--- config.mk ---
export PLATFORM = sky130hd
export DESIGN_NAME = gearbox_bandpass_filter_stereo
export DESIGN_NICKNAME = d
export VERILOG_FILES = /design/src/sv/gbpf_pkg.sv /design/src/sv/gearbox_bandpass_filter_stereo.sv
export SDC_FILE = /design/constraint.sdc
export NUM_CORES = 2
export LEC_CHECK = 0
export BUFFER_PORTS_ARGS = -buffer_cell sky130_fd_sc_hd__buf_2
export CORE_MARGIN = 2
export CORE_UTILIZATION = 59
export DETAILED_ROUTE_END_ITERATION = 10
export PLACE_DENSITY = 0.79
export SLEW_MARGIN = 5
export SYNTH_ARGS = -nofsm -noshare
export SYNTH_HDL_FRONTEND = slang
export SYNTH_SLANG_ARGS = --single-unit
export TNS_END_PERCENT = 30
--- constraint.sdc ---
create_clock -name clk -period 15.1 [get_ports clk]
set_input_delay 3.02 -clock clk [delete_from_list [all_inputs] [get_ports clk]]
set_output_delay 3.02 -clock clk [all_outputs]
set_load 0.02 [all_outputs]
--- src/sv/gbpf_pkg.sv ---
// ----------------------------------------------------------------------------
// gbpf_pkg
// Shared widths, register codes and payload types for the stereo band filter.
// ----------------------------------------------------------------------------
package gbpf_pkg;

    localparam int SAMPLE_BITS = 24;
    localparam int STATE_BITS  = 32;
    localparam int SAMPLE_FRAC = SAMPLE_BITS - 1;
    localparam int STATE_FRAC  = STATE_BITS - 8;
    // binary point shift between sample and state formats
    localparam int POINT_SHIFT = STATE_FRAC - SAMPLE_FRAC;

    localparam int COEF_BITS   = 17;
    localparam int GLIDE_BITS  = 9;
    localparam int ADDR_BITS   = 5;
    localparam int DATA_BITS   = 32;

    localparam int CHANNELS    = 2;
    localparam int STAGES      = 6;
    localparam int ENTRIES     = CHANNELS * STAGES;
    localparam int ENTRY_BITS  = $clog2(ENTRIES);

    localparam logic [COEF_BITS-1:0] UNITY = COEF_BITS'(65536);

    // register indexes, byte address = 4 * index
    localparam logic [2:0] REG_LOWPASS_TARGET  = 3'd0;
    localparam logic [2:0] REG_HIGHPASS_TARGET = 3'd1;
    localparam logic [2:0] REG_WET_TARGET      = 3'd2;
    localparam logic [2:0] REG_LOWPASS_GLIDE   = 3'd3;
    localparam logic [2:0] REG_HIGHPASS_GLIDE  = 3'd4;
    localparam logic [2:0] REG_WET_GLIDE       = 3'd5;

    typedef struct packed {
        logic signed [SAMPLE_BITS-1:0] left_sample;
        logic signed [SAMPLE_BITS-1:0] right_sample;
    } frame_in_t;

    typedef struct packed {
        logic signed [SAMPLE_BITS-1:0] left_out;
        logic signed [SAMPLE_BITS-1:0] right_out;
    } frame_out_t;

endpackage

--- src/sv/gearbox_bandpass_filter_stereo.sv ---
// ----------------------------------------------------------------------------
// gearbox_bandpass_filter_stereo
// Stereo three-pair highpass/lowpass cascade with rotating stages, gliding
// coefficients and a saturated dry/wet mix.
// ----------------------------------------------------------------------------
// A new frame is taken only in the idle state, so frames do not overlap; the
//   frame rate is set by the single shared multiplier and the read-modify-write
//   of the filter state memory: each stage pair steps through RD, MH, AH, XL,
//   ML and AL, three pairs and the MW/AW mix run per channel after the glide
//   steps, and DONE loads the output register, waiting while it is still full.
// Reset: asynchronous, active low. Config returns to its defaults, live
//   coefficients and phase clear, and the state memory reads as zero through
//   per-entry valid bits (no clearing pass).
// ----------------------------------------------------------------------------
module gearbox_bandpass_filter_stereo (
    input  logic                          clk,
    input  logic                          rst_n,
    // configuration port
    input  logic                          psel,
    input  logic                          penable,
    input  logic                          pwrite,
    input  logic [gbpf_pkg::ADDR_BITS-1:0] paddr,
    input  logic [gbpf_pkg::DATA_BITS-1:0] pwdata,
    output logic [gbpf_pkg::DATA_BITS-1:0] prdata,
    output logic                          pready,
    // frame in
    input  logic                          sample_valid,
    output logic                          sample_ready,
    input  gbpf_pkg::frame_in_t           sample_data,
    // frame out
    output logic                          result_valid,
    input  logic                          result_ready,
    output gbpf_pkg::frame_out_t          result_data
);
    import gbpf_pkg::*;

    localparam int DIFF_BITS = STATE_BITS + 1;
    localparam int MULB_BITS = COEF_BITS + 1;
    localparam int PROD_BITS = DIFF_BITS + MULB_BITS;
    localparam int SHR_BITS  = PROD_BITS - 16;
    localparam int ACC_BITS  = STATE_BITS + 4;
    localparam int MEM_BITS  = 2 * STATE_BITS;

    // Sequencer. One stage pair is RD (memory read), MH (highpass multiply),
    // AH (highpass update), XL (subtract track), ML (lowpass multiply),
    // AL (lowpass update and write back). MW/AW do the wet mix.
    typedef enum logic [10:0] {
        ST_IDLE  = 11'b000_0000_0001,
        ST_GLIDE = 11'b000_0000_0010,
        ST_RD    = 11'b000_0000_0100,
        ST_MH    = 11'b000_0000_1000,
        ST_AH    = 11'b000_0001_0000,
        ST_XL    = 11'b000_0010_0000,
        ST_ML    = 11'b000_0100_0000,
        ST_AL    = 11'b000_1000_0000,
        ST_MW    = 11'b001_0000_0000,
        ST_AW    = 11'b010_0000_0000,
        ST_DONE  = 11'b100_0000_0000
    } seq_state_t;

    // ---------------------------------------------------------------------
    // helpers
    // ---------------------------------------------------------------------
    function automatic logic [STATE_BITS-1:0] sat_state(input logic [ACC_BITS-1:0] v);
        logic [ACC_BITS-STATE_BITS:0] top;
        top = v[ACC_BITS-1:STATE_BITS-1];
        if ((&top) || !(|top))
            return v[STATE_BITS-1:0];
        else if (v[ACC_BITS-1])
            return {1'b1, {(STATE_BITS-1){1'b0}}};
        else
            return {1'b0, {(STATE_BITS-1){1'b1}}};
    endfunction

    function automatic logic [SAMPLE_BITS-1:0] sat_sample(input logic [STATE_BITS-1:0] v);
        logic [STATE_BITS-SAMPLE_BITS:0] top;
        top = v[STATE_BITS-1:SAMPLE_BITS-1];
        if ((&top) || !(|top))
            return v[SAMPLE_BITS-1:0];
        else if (v[STATE_BITS-1])
            return {1'b1, {(SAMPLE_BITS-1){1'b0}}};
        else
            return {1'b0, {(SAMPLE_BITS-1){1'b1}}};
    endfunction

    function automatic logic [ACC_BITS-1:0] ext_state(input logic [STATE_BITS-1:0] v);
        return {{(ACC_BITS-STATE_BITS){v[STATE_BITS-1]}}, v};
    endfunction

    // sample format to state format: move the binary point
    function automatic logic [STATE_BITS-1:0] to_state(input logic [SAMPLE_BITS-1:0] s);
        return {{(STATE_BITS-SAMPLE_BITS-POINT_SHIFT){s[SAMPLE_BITS-1]}}, s,
                {POINT_SHIFT{1'b0}}};
    endfunction

    // glide one step, rounded up so the target is met exactly
    function automatic logic [COEF_BITS-1:0] glide_next(input logic [COEF_BITS-1:0] now,
                                                        input logic [COEF_BITS-1:0] tgt,
                                                        input logic [GLIDE_BITS-1:0] g);
        logic [COEF_BITS-1:0]            t;
        logic [COEF_BITS-1:0]            mag;
        logic [COEF_BITS-1:0]            step;
        logic [COEF_BITS+GLIDE_BITS:0]   prod;
        logic [COEF_BITS+GLIDE_BITS-16:0] up;
        t    = (tgt > UNITY) ? UNITY : tgt;
        mag  = (t > now) ? (t - now) : (now - t);
        prod = {{(GLIDE_BITS+1){1'b0}}, mag} * {{(COEF_BITS+1){1'b0}}, g}
             + (COEF_BITS+GLIDE_BITS+1)'(65535);
        up   = prod[COEF_BITS+GLIDE_BITS:16];
        step = ({{(COEF_BITS-$bits(up)){1'b0}}, up} > mag) ? mag
             : {{(COEF_BITS-$bits(up)){1'b0}}, up};
        return (t > now) ? (now + step) : (now - step);
    endfunction

    // stage slot within a channel: A, then B/C by parity, then D/E/F by mod 3
    function automatic logic [2:0] stage_slot(input logic [2:0] phase,
                                              input logic [1:0] stg);
        logic [2:0] m3;
        case (phase)
            3'd0, 3'd3: m3 = 3'd0;
            3'd1, 3'd4: m3 = 3'd1;
            3'd2, 3'd5: m3 = 3'd2;
            default:    m3 = 3'd0;
        endcase
        case (stg)
            2'd0:    return 3'd0;
            2'd1:    return phase[0] ? 3'd2 : 3'd1;
            default: return 3'd3 + m3;
        endcase
    endfunction

    // ---------------------------------------------------------------------
    // configuration registers
    // ---------------------------------------------------------------------
    logic [COEF_BITS-1:0]  lp_tgt_reg, hp_tgt_reg, wet_tgt_reg;
    logic [GLIDE_BITS-1:0] lp_gl_reg, hp_gl_reg, wet_gl_reg;
    logic [2:0]            reg_idx;
    logic                  cfg_wr;

    assign pready  = 1'b1;
    assign reg_idx = paddr[ADDR_BITS-1:2];
    assign cfg_wr  = psel && penable && pwrite;

    always_ff @(posedge clk or negedge rst_n)
    begin
        if (!rst_n)
        begin
            lp_tgt_reg  <= UNITY;
            hp_tgt_reg  <= '0;
            wet_tgt_reg <= UNITY;
            lp_gl_reg   <= GLIDE_BITS'(218);
            hp_gl_reg   <= GLIDE_BITS'(218);
            wet_gl_reg  <= GLIDE_BITS'(218);
        end
        else if (cfg_wr)
        begin
            case (reg_idx)
                REG_LOWPASS_TARGET:  lp_tgt_reg  <= pwdata[COEF_BITS-1:0];
                REG_HIGHPASS_TARGET: hp_tgt_reg  <= pwdata[COEF_BITS-1:0];
                REG_WET_TARGET:      wet_tgt_reg <= pwdata[COEF_BITS-1:0];
                REG_LOWPASS_GLIDE:   lp_gl_reg   <= pwdata[GLIDE_BITS-1:0];
                REG_HIGHPASS_GLIDE:  hp_gl_reg   <= pwdata[GLIDE_BITS-1:0];
                REG_WET_GLIDE:       wet_gl_reg  <= pwdata[GLIDE_BITS-1:0];
                default: ;
            endcase
        end
    end

    always_comb
    begin
        case (reg_idx)
            REG_LOWPASS_TARGET:  prdata = {{(DATA_BITS-COEF_BITS){1'b0}}, lp_tgt_reg};
            REG_HIGHPASS_TARGET: prdata = {{(DATA_BITS-COEF_BITS){1'b0}}, hp_tgt_reg};
            REG_WET_TARGET:      prdata = {{(DATA_BITS-COEF_BITS){1'b0}}, wet_tgt_reg};
            REG_LOWPASS_GLIDE:   prdata = {{(DATA_BITS-GLIDE_BITS){1'b0}}, lp_gl_reg};
            REG_HIGHPASS_GLIDE:  prdata = {{(DATA_BITS-GLIDE_BITS){1'b0}}, hp_gl_reg};
            REG_WET_GLIDE:       prdata = {{(DATA_BITS-GLIDE_BITS){1'b0}}, wet_gl_reg};
            default:             prdata = '0;
        endcase
    end

    // ---------------------------------------------------------------------
    // control and datapath registers
    // ---------------------------------------------------------------------
    seq_state_t            state_reg, state_next;
    logic [2:0]            phase_reg, phase_next;
    logic [COEF_BITS-1:0]  lp_now_reg, lp_now_next;
    logic [COEF_BITS-1:0]  hp_now_reg, hp_now_next;
    logic [COEF_BITS-1:0]  wet_now_reg, wet_now_next;
    logic [1:0]            gcnt_reg, gcnt_next;   // which coefficient glides
    logic                  ch_reg, ch_next;       // 0 left, 1 right
    logic [1:0]            stg_reg, stg_next;     // pair within the cascade
    logic                  rv_reg, rv_next;       // result valid
    logic [ENTRIES-1:0]    valid_reg, valid_next; // entry written since reset

    frame_in_t             in_reg, in_next;
    logic [STATE_BITS-1:0] x_reg, x_next;         // signal moving down the cascade
    logic [STATE_BITS-1:0] dry_reg, dry_next;
    logic [STATE_BITS-1:0] hpn_reg, hpn_next;     // updated highpass track
    logic [PROD_BITS-1:0]  prod_reg, prod_next;
    logic [SAMPLE_BITS-1:0] left_reg, left_next;
    logic [SAMPLE_BITS-1:0] right_reg, right_next;
    frame_out_t            res_reg, res_next;

    // state memory: {highpass, lowpass} per entry, entry = channel*6 + stage
    logic [MEM_BITS-1:0]   filt_mem [ENTRIES];
    logic [MEM_BITS-1:0]   mem_q_reg;
    logic                  vld_q_reg;
    logic [ENTRY_BITS-1:0] mem_addr;
    logic                  mem_rd, mem_wr;
    logic [MEM_BITS-1:0]   mem_wdata;

    // datapath nets
    logic [STATE_BITS-1:0] hp_old, lp_old;
    logic [STATE_BITS-1:0] mul_x, mul_base, acc_base;
    logic signed [DIFF_BITS-1:0] mul_a;
    logic signed [MULB_BITS-1:0] mul_b;
    logic signed [PROD_BITS-1:0] mul_p;
    logic [COEF_BITS-1:0]  mul_coef;
    logic [ACC_BITS-1:0]   acc_sum;
    logic [STATE_BITS-1:0] acc_sat;
    logic [STATE_BITS-1:0] x_sub;
    logic [STATE_BITS-1:0] to_smp;
    logic [SAMPLE_BITS-1:0] out_smp;

    assign sample_ready = (state_reg == ST_IDLE);
    assign result_valid = rv_reg;
    assign result_data  = res_reg;

    assign mem_addr = (ch_reg ? ENTRY_BITS'(STAGES) : ENTRY_BITS'(0))
                    + ENTRY_BITS'(stage_slot(phase_reg, stg_reg));
    assign mem_rd    = (state_reg == ST_RD);
    assign mem_wr    = (state_reg == ST_AL);
    assign mem_wdata = {hpn_reg, acc_sat};

    // an entry never written since reset reads as zero
    assign hp_old = vld_q_reg ? mem_q_reg[MEM_BITS-1:STATE_BITS] : '0;
    assign lp_old = vld_q_reg ? mem_q_reg[STATE_BITS-1:0]        : '0;

    // shared multiplier operands: (x - track) * coefficient
    always_comb
    begin
        case (state_reg)
            ST_MH:
            begin
                mul_base = hp_old;
                mul_coef = hp_now_reg;
            end
            ST_ML:
            begin
                mul_base = lp_old;
                mul_coef = lp_now_reg;
            end
            default:
            begin
                mul_base = dry_reg;
                mul_coef = wet_now_reg;
            end
        endcase
    end
    assign mul_x = x_reg;
    assign mul_a = $signed({mul_x[STATE_BITS-1], mul_x})
                 - $signed({mul_base[STATE_BITS-1], mul_base});
    assign mul_b = $signed({1'b0, mul_coef});
    // full-width signed product
    assign mul_p = mul_a * mul_b;

    // track update: base + floor(product / 65536), saturated
    always_comb
    begin
        case (state_reg)
            ST_AH:   acc_base = hp_old;
            ST_AL:   acc_base = lp_old;
            default: acc_base = dry_reg;
        endcase
    end
    assign acc_sum = ext_state(acc_base)
                   + {{(ACC_BITS-SHR_BITS){prod_reg[PROD_BITS-1]}},
                      prod_reg[PROD_BITS-1:16]};
    assign acc_sat = sat_state(acc_sum);

    // subtract the highpass track from the stage input
    assign x_sub = sat_state(ext_state(x_reg) - ext_state(hpn_reg));

    // back to sample format, floor, then clamp
    assign to_smp  = STATE_BITS'($signed(acc_sat) >>> POINT_SHIFT);
    assign out_smp = sat_sample(to_smp);

    always_ff @(posedge clk)
    begin
        if (mem_wr)
            filt_mem[mem_addr] <= mem_wdata;
        if (mem_rd)
            mem_q_reg <= filt_mem[mem_addr];
    end

    always_ff @(posedge clk or negedge rst_n)
    begin
        if (!rst_n)
            vld_q_reg <= 1'b0;
        else if (mem_rd)
            vld_q_reg <= valid_reg[mem_addr];
    end

    // ---------------------------------------------------------------------
    // sequencer
    // ---------------------------------------------------------------------
    always_comb
    begin
        state_next   = state_reg;
        phase_next   = phase_reg;
        lp_now_next  = lp_now_reg;
        hp_now_next  = hp_now_reg;
        wet_now_next = wet_now_reg;
        gcnt_next    = gcnt_reg;
        ch_next      = ch_reg;
        stg_next     = stg_reg;
        rv_next      = rv_reg && !result_ready;
        valid_next   = valid_reg;
        in_next      = in_reg;
        x_next       = x_reg;
        dry_next     = dry_reg;
        hpn_next     = hpn_reg;
        prod_next    = prod_reg;
        left_next    = left_reg;
        right_next   = right_reg;
        res_next     = res_reg;

        case (state_reg)
            ST_IDLE:
            begin
                if (sample_valid)
                begin
                    in_next    = sample_data;
                    // phase steps before filtering
                    phase_next = (phase_reg >= 3'd5) ? 3'd0 : phase_reg + 3'd1;
                    gcnt_next  = 2'd0;
                    state_next = ST_GLIDE;
                end
            end
            ST_GLIDE:
            begin
                case (gcnt_reg)
                    2'd0:    lp_now_next  = glide_next(lp_now_reg, lp_tgt_reg, lp_gl_reg);
                    2'd1:    hp_now_next  = glide_next(hp_now_reg, hp_tgt_reg, hp_gl_reg);
                    default: wet_now_next = glide_next(wet_now_reg, wet_tgt_reg, wet_gl_reg);
                endcase
                gcnt_next = gcnt_reg + 2'd1;
                if (gcnt_reg == 2'd2)
                begin
                    dry_next   = to_state(in_reg.left_sample);
                    x_next     = to_state(in_reg.left_sample);
                    ch_next    = 1'b0;
                    stg_next   = 2'd0;
                    state_next = ST_RD;
                end
            end
            ST_RD:
                state_next = ST_MH;
            ST_MH:
            begin
                prod_next  = mul_p;
                state_next = ST_AH;
            end
            ST_AH:
            begin
                hpn_next   = acc_sat;
                state_next = ST_XL;
            end
            ST_XL:
            begin
                x_next     = x_sub;
                state_next = ST_ML;
            end
            ST_ML:
            begin
                prod_next  = mul_p;
                state_next = ST_AL;
            end
            ST_AL:
            begin
                valid_next[mem_addr] = 1'b1;
                x_next = acc_sat;
                if (stg_reg == 2'd2)
                    state_next = ST_MW;
                else
                begin
                    stg_next   = stg_reg + 2'd1;
                    state_next = ST_RD;
                end
            end
            ST_MW:
            begin
                prod_next  = mul_p;
                state_next = ST_AW;
            end
            ST_AW:
            begin
                if (!ch_reg)
                begin
                    left_next  = out_smp;
                    dry_next   = to_state(in_reg.right_sample);
                    x_next     = to_state(in_reg.right_sample);
                    ch_next    = 1'b1;
                    stg_next   = 2'd0;
                    state_next = ST_RD;
                end
                else
                begin
                    right_next = out_smp;
                    state_next = ST_DONE;
                end
            end
            ST_DONE:
            begin
                // wait for the output register to free up
                if (!rv_reg || result_ready)
                begin
                    res_next.left_out  = left_reg;
                    res_next.right_out = right_reg;
                    rv_next    = 1'b1;
                    state_next = ST_IDLE;
                end
            end
            default:
                state_next = ST_IDLE;
        endcase
    end

    always_ff @(posedge clk or negedge rst_n)
    begin
        if (!rst_n)
        begin
            state_reg   <= ST_IDLE;
            phase_reg   <= '0;
            lp_now_reg  <= '0;
            hp_now_reg  <= '0;
            wet_now_reg <= '0;
            gcnt_reg    <= '0;
            ch_reg      <= 1'b0;
            stg_reg     <= '0;
            rv_reg      <= 1'b0;
            valid_reg   <= '0;
        end
        else
        begin
            state_reg   <= state_next;
            phase_reg   <= phase_next;
            lp_now_reg  <= lp_now_next;
            hp_now_reg  <= hp_now_next;
            wet_now_reg <= wet_now_next;
            gcnt_reg    <= gcnt_next;
            ch_reg      <= ch_next;
            stg_reg     <= stg_next;
            rv_reg      <= rv_next;
            valid_reg   <= valid_next;
        end
    end

    // payload, no reset
    always_ff @(posedge clk)
    begin
        in_reg    <= in_next;
        x_reg     <= x_next;
        dry_reg   <= dry_next;
        hpn_reg   <= hpn_next;
        prod_reg  <= prod_next;
        left_reg  <= left_next;
        right_reg <= right_next;
        res_reg   <= res_next;
    end

endmodule
==> impl_summary.txt <==
----------------------------------------------------
[Status]
  Run status ... finished, final reports clean

[Placed design]
  DPL Wire Length ... 198000 um
  # port buffers ... 141
  Standard cell area after detailed placement ... 0.101 mm^2
  Final estimated routing congestion in global placement ... 1.02

[Setup path]
  Critical Path Sink Type ... flip-flop
  Worst R2R Start ... hp_tgt_reg[1]$_DFFE_PN0P_
  Worst path top cell family by delay ... compound AO/OA/AOI/OAI gates
  Startpoint type of the worst setup path ... flip-flop
  Origin of the worst setup path ... hp_tgt_reg[1]$_DFFE_PN0P_
  Number of buffer and inverter instances along the worst setup path ... 8
  Category of the critical setup timing path ... flip-flop to flip-flop
  Worst path slowest cell ... sky130_fd_sc_hd__fa_1
  Data required time at the worst endpoint ... 15.77 ns
  Worst path max stage delay ... 0.58 ns
  WP data arrival ... 15.13 ns
  Worst Path Max Fanout ... 11

[STA]
  Worst slew pin tran ... 1.37 ns
  Upper clock frequency limit ... 0.0692 GHz
  Setup-failing EPs final ... 0
  Portion of the clock cycle consumed by the worst path in the final layout ... 95.8%
  Min cycle time layout ... 14.46 ns
  Worst rel slew slack ... 7.95%
  Fin. Hold Viols ... 0
  Maximum clock skew at final layout ... 0.0653 ns
  Number of max-slew violations in the final report ... 0

[Drt]
  Post-detailed-route DRC marker count ... 0
  Final wirelength ... 278000 um
  Count of TritonRoute iterations in the first routing pass ... 6
  Avg WL per Cell ... 25.0 um
  Initial DRC count ... 7401
  Post-detailed-route via-to-cell ratio ... 6.20
  Total number of vias ... 69138
  Remaining antenna violation count ... 0

[Floorplan]
  Boundary Pins ... 175
  Placeable Area ... 0.163 mm^2
  Horizontal extent of the die ... 409 um
  Starting Density ... 59.4%
  Die Outline Area ... 0.167 mm^2
  Vertical die dimension ... 409 um
  Number of cell rows ... 148

[Yosys]
  Number of register bits inferred by synthesis ... 1261
  Yosys synthesis warning count ... 0
  Main flop type after synthesis ... sky130_fd_sc_hd__edfxtp_1
  Mean instance size in the synthesized netlist ... 11.2 um^2
  Number of distinct standard cells referenced by the synthesized netlist ... 98
  Mapped Cells ... 8651
  Count of flip-flops with a built-in enable after synthesis ... 1099
  Proportion of synthesized flip-flops having asynchronous set or reset ... 12.8%
  Post-synthesis instance area ... 0.0968 mm^2
  Fraction of the yosys area taken by sequential cells ... 38.3%

[Cells and area]
  Largest register FFs ... 768
  Layout Cell Area excl Fill ... 0.106 mm^2
  Layout cell share with drive strength beyond 1 ... 12.8%
  Number of nets in the final layout ... 10440
  Layout Area Growth over Synthesis ... 9.67%
  Number of fill cells ... 11902

[Clock network]
  Clock tree from TritonCTS ... built
  Cell chosen for the clock root ... sky130_fd_sc_hd__clkbuf_16
  CTS clock-pin slew for the worst setup and hold paths ... 0.07 ns
  Clock insertion delay at the later pin of the skew report ... 0.85 ns
  Num Clock Sinks ... 1261
  Num CTS Buffers ... 133
  Maximum buffer depth of the clock tree ... 3
  CTS HTree Levels ... 4
  Post-CTS Hold Buffers ... 0

[Global route]
  Overall overflow remaining after global route ... 0
  Global-route wire length before repair ... 425000 um
  Antenna violations before repair ... 16
  Pin count of the biggest net entering global routing ... 70
  All-layer global routing usage ... 33.7%
  Via count of the first global-routing pass ... 71567

[Worst hold path]
  Worst Hold Class ... flip-flop to flip-flop
  Min-delay src ... left_reg[8]$_DFFE_PP_

[Flow run]
  Number of violations of the max-capacitance limit ... 0

----------------------------------------------------
through the flow:
step	hold slack (ns)	std cells	utilization [%]	TNS, ns	setup WS (ns)
floorplan	0.400	8665	-	0	0.331
global placement	0.401	10882	62.2	0	0.0632
detailed placement	0.405	10882	62.2	-0.384	-0.256
CTS	0.410	11119	64.8	0	0.0674
global route	0.415	11139	65.2	-0.289	-0.161
finish	0.411	11151	65.2	0	0.640
kinds of logic (layout without fill, tap and decap cells):
family,count (synthesis),in the layout,synth area share (%)
buffers and inverters,1663,1961,6.54
muxes,440,440,7.22
DFF,1261,1261,38.3
AOI/OAI and AO/OA,1289,1289,8.82
xor gates and xnor gates,254,254,2.30
and+or+nand+nor,2253,2254,10.7
other,2,28,0.00776
adders and majority gates,1489,1489,26.1
layer usage:
layer	track usage (%)	up-vias	routed length (um)
li1	-	29794	-
met1	42.6	34566	101000
met2	54.2	3926	132000
met3	8.25	842	29900
met4	17.4	10	15500
met5	0	-	58
placed cells by master, fill, tap and decap left out, drive strengths merged, types with 47 or more instances in the layout:
cell | synthesis | final
ha | 609 | 609
o21bai | 55 | 55
buf | 66 | 460
fa | 877 | 877
nand3 | 65 | 65
mux4 | 196 | 196
nand2 | 1100 | 1101
inv | 1259 | 1270
mux2i | 146 | 146
xnor2 | 159 | 159
nand2b | 60 | 60
o21a | 51 | 51
nor2 | 392 | 392
a22o | 95 | 95
nor3 | 63 | 63
mux2 | 98 | 98
clkbuf | 336 | 170
nor2b | 131 | 131
o21ai | 299 | 299
and2 | 208 | 208
edfxtp | 1099 | 1099
a21oi | 296 | 296
xor2 | 95 | 95
clkinv | 2 | 47
dfrtp | 144 | 144
a21o | 134 | 134
synth_stat cells (15+ instances only):
library cell / n / area share [%]
sky130_fd_sc_hd__edfxtp_1: 1099 / 34
sky130_fd_sc_hd__o21ai_0: 291 / 1.5
sky130_fd_sc_hd__fa_1: 877 / 18
sky130_fd_sc_hd__xor2_1: 95 / 0.86
sky130_fd_sc_hd__o211ai_1: 20 / 0.16
sky130_fd_sc_hd__o221ai_1: 17 / 0.15
sky130_fd_sc_hd__mux4_2: 196 / 4.6
sky130_fd_sc_hd__dfstp_2: 18 / 0.49
sky130_fd_sc_hd__buf_1: 40 / 0.16
sky130_fd_sc_hd__nand4_1: 38 / 0.25
sky130_fd_sc_hd__dfrtp_1: 144 / 3.7
sky130_fd_sc_hd__clkbuf_1: 336 / 1.3
sky130_fd_sc_hd__and3_1: 33 / 0.21
sky130_fd_sc_hd__nand2b_1: 60 / 0.39
sky130_fd_sc_hd__nor3b_1: 15 / 0.12
sky130_fd_sc_hd__mux2i_1: 146 / 1.5
sky130_fd_sc_hd__xnor2_1: 159 / 1.4
sky130_fd_sc_hd__or2_2: 36 / 0.23
sky130_fd_sc_hd__nor2_1: 390 / 1.5
sky130_fd_sc_hd__a211oi_1: 33 / 0.26
sky130_fd_sc_hd__o21bai_1: 55 / 0.43
sky130_fd_sc_hd__a22oi_1: 40 / 0.31
sky130_fd_sc_hd__ha_1: 609 / 7.9
sky130_fd_sc_hd__a22o_1: 95 / 0.86
sky130_fd_sc_hd__a31oi_1: 39 / 0.25
sky130_fd_sc_hd__nand2_1: 1098 / 4.3
sky130_fd_sc_hd__a21oi_1: 295 / 1.5
sky130_fd_sc_hd__nor2b_1: 131 / 0.85
sky130_fd_sc_hd__or3_1: 22 / 0.14
sky130_fd_sc_hd__a21boi_0: 17 / 0.13
sky130_fd_sc_hd__o31ai_1: 36 / 0.28
sky130_fd_sc_hd__mux2_2: 96 / 1.1
sky130_fd_sc_hd__nand3_1: 65 / 0.34
sky130_fd_sc_hd__a21o_1: 134 / 1.0
sky130_fd_sc_hd__o22ai_1: 17 / 0.11
sky130_fd_sc_hd__a221oi_1: 22 / 0.20
sky130_fd_sc_hd__and2_1: 207 / 1.3
sky130_fd_sc_hd__o21a_1: 51 / 0.40
sky130_fd_sc_hd__inv_1: 1259 / 4.9
sky130_fd_sc_hd__buf_4: 17 / 0.13
sky130_fd_sc_hd__nor4_1: 34 / 0.22
sky130_fd_sc_hd__nor3_1: 63 / 0.33
area by class of cell:
cell class	count	area [um^2]	share of cell area, %
Antenna cell	12	30.0	0.0283
Sequential cell	1261	37100	34.9
Tap cell	2175	2720	2.56
Clock inverter	68	758	0.715
Clock buffer	169	3500	3.30
Timing Repair Buffer	463	3220	3.04
Inverter	1261	4730	4.46
Multi-Input combinational cell	5742	54100	51.0
timing repair:
item	CTS	global route
cloned	0	4
buffers inserted	0	16
endpoints found under the setup margin	4	17
resized for setup	6	95
pin swaps	0	21
worst paths after layout:
kind | endpoint | slack, ns | depth (start not counted)
max in group asynchronous | vld_q_reg$_DFFE_PN0P_ | 11.65 | 2
setup reg to reg | hp_now_reg[16]$_DFFE_PN0P_ | 0.64 | 66
min in group asynchronous | lp_now_reg[0]$_DFFE_PN0P_ | 2.19 | 1
hold reg to reg | result_data[32]$_DFFE_PP_ | 0.41 | 0
hold / removal | result_data[32]$_DFFE_PP_ | 0.41 | 0
setup / recovery | hp_now_reg[16]$_DFFE_PN0P_ | 0.64 | 66
Power is not shown: default switching activity piles up to over one toggle a cycle in this logic, so the estimate is an artifact.
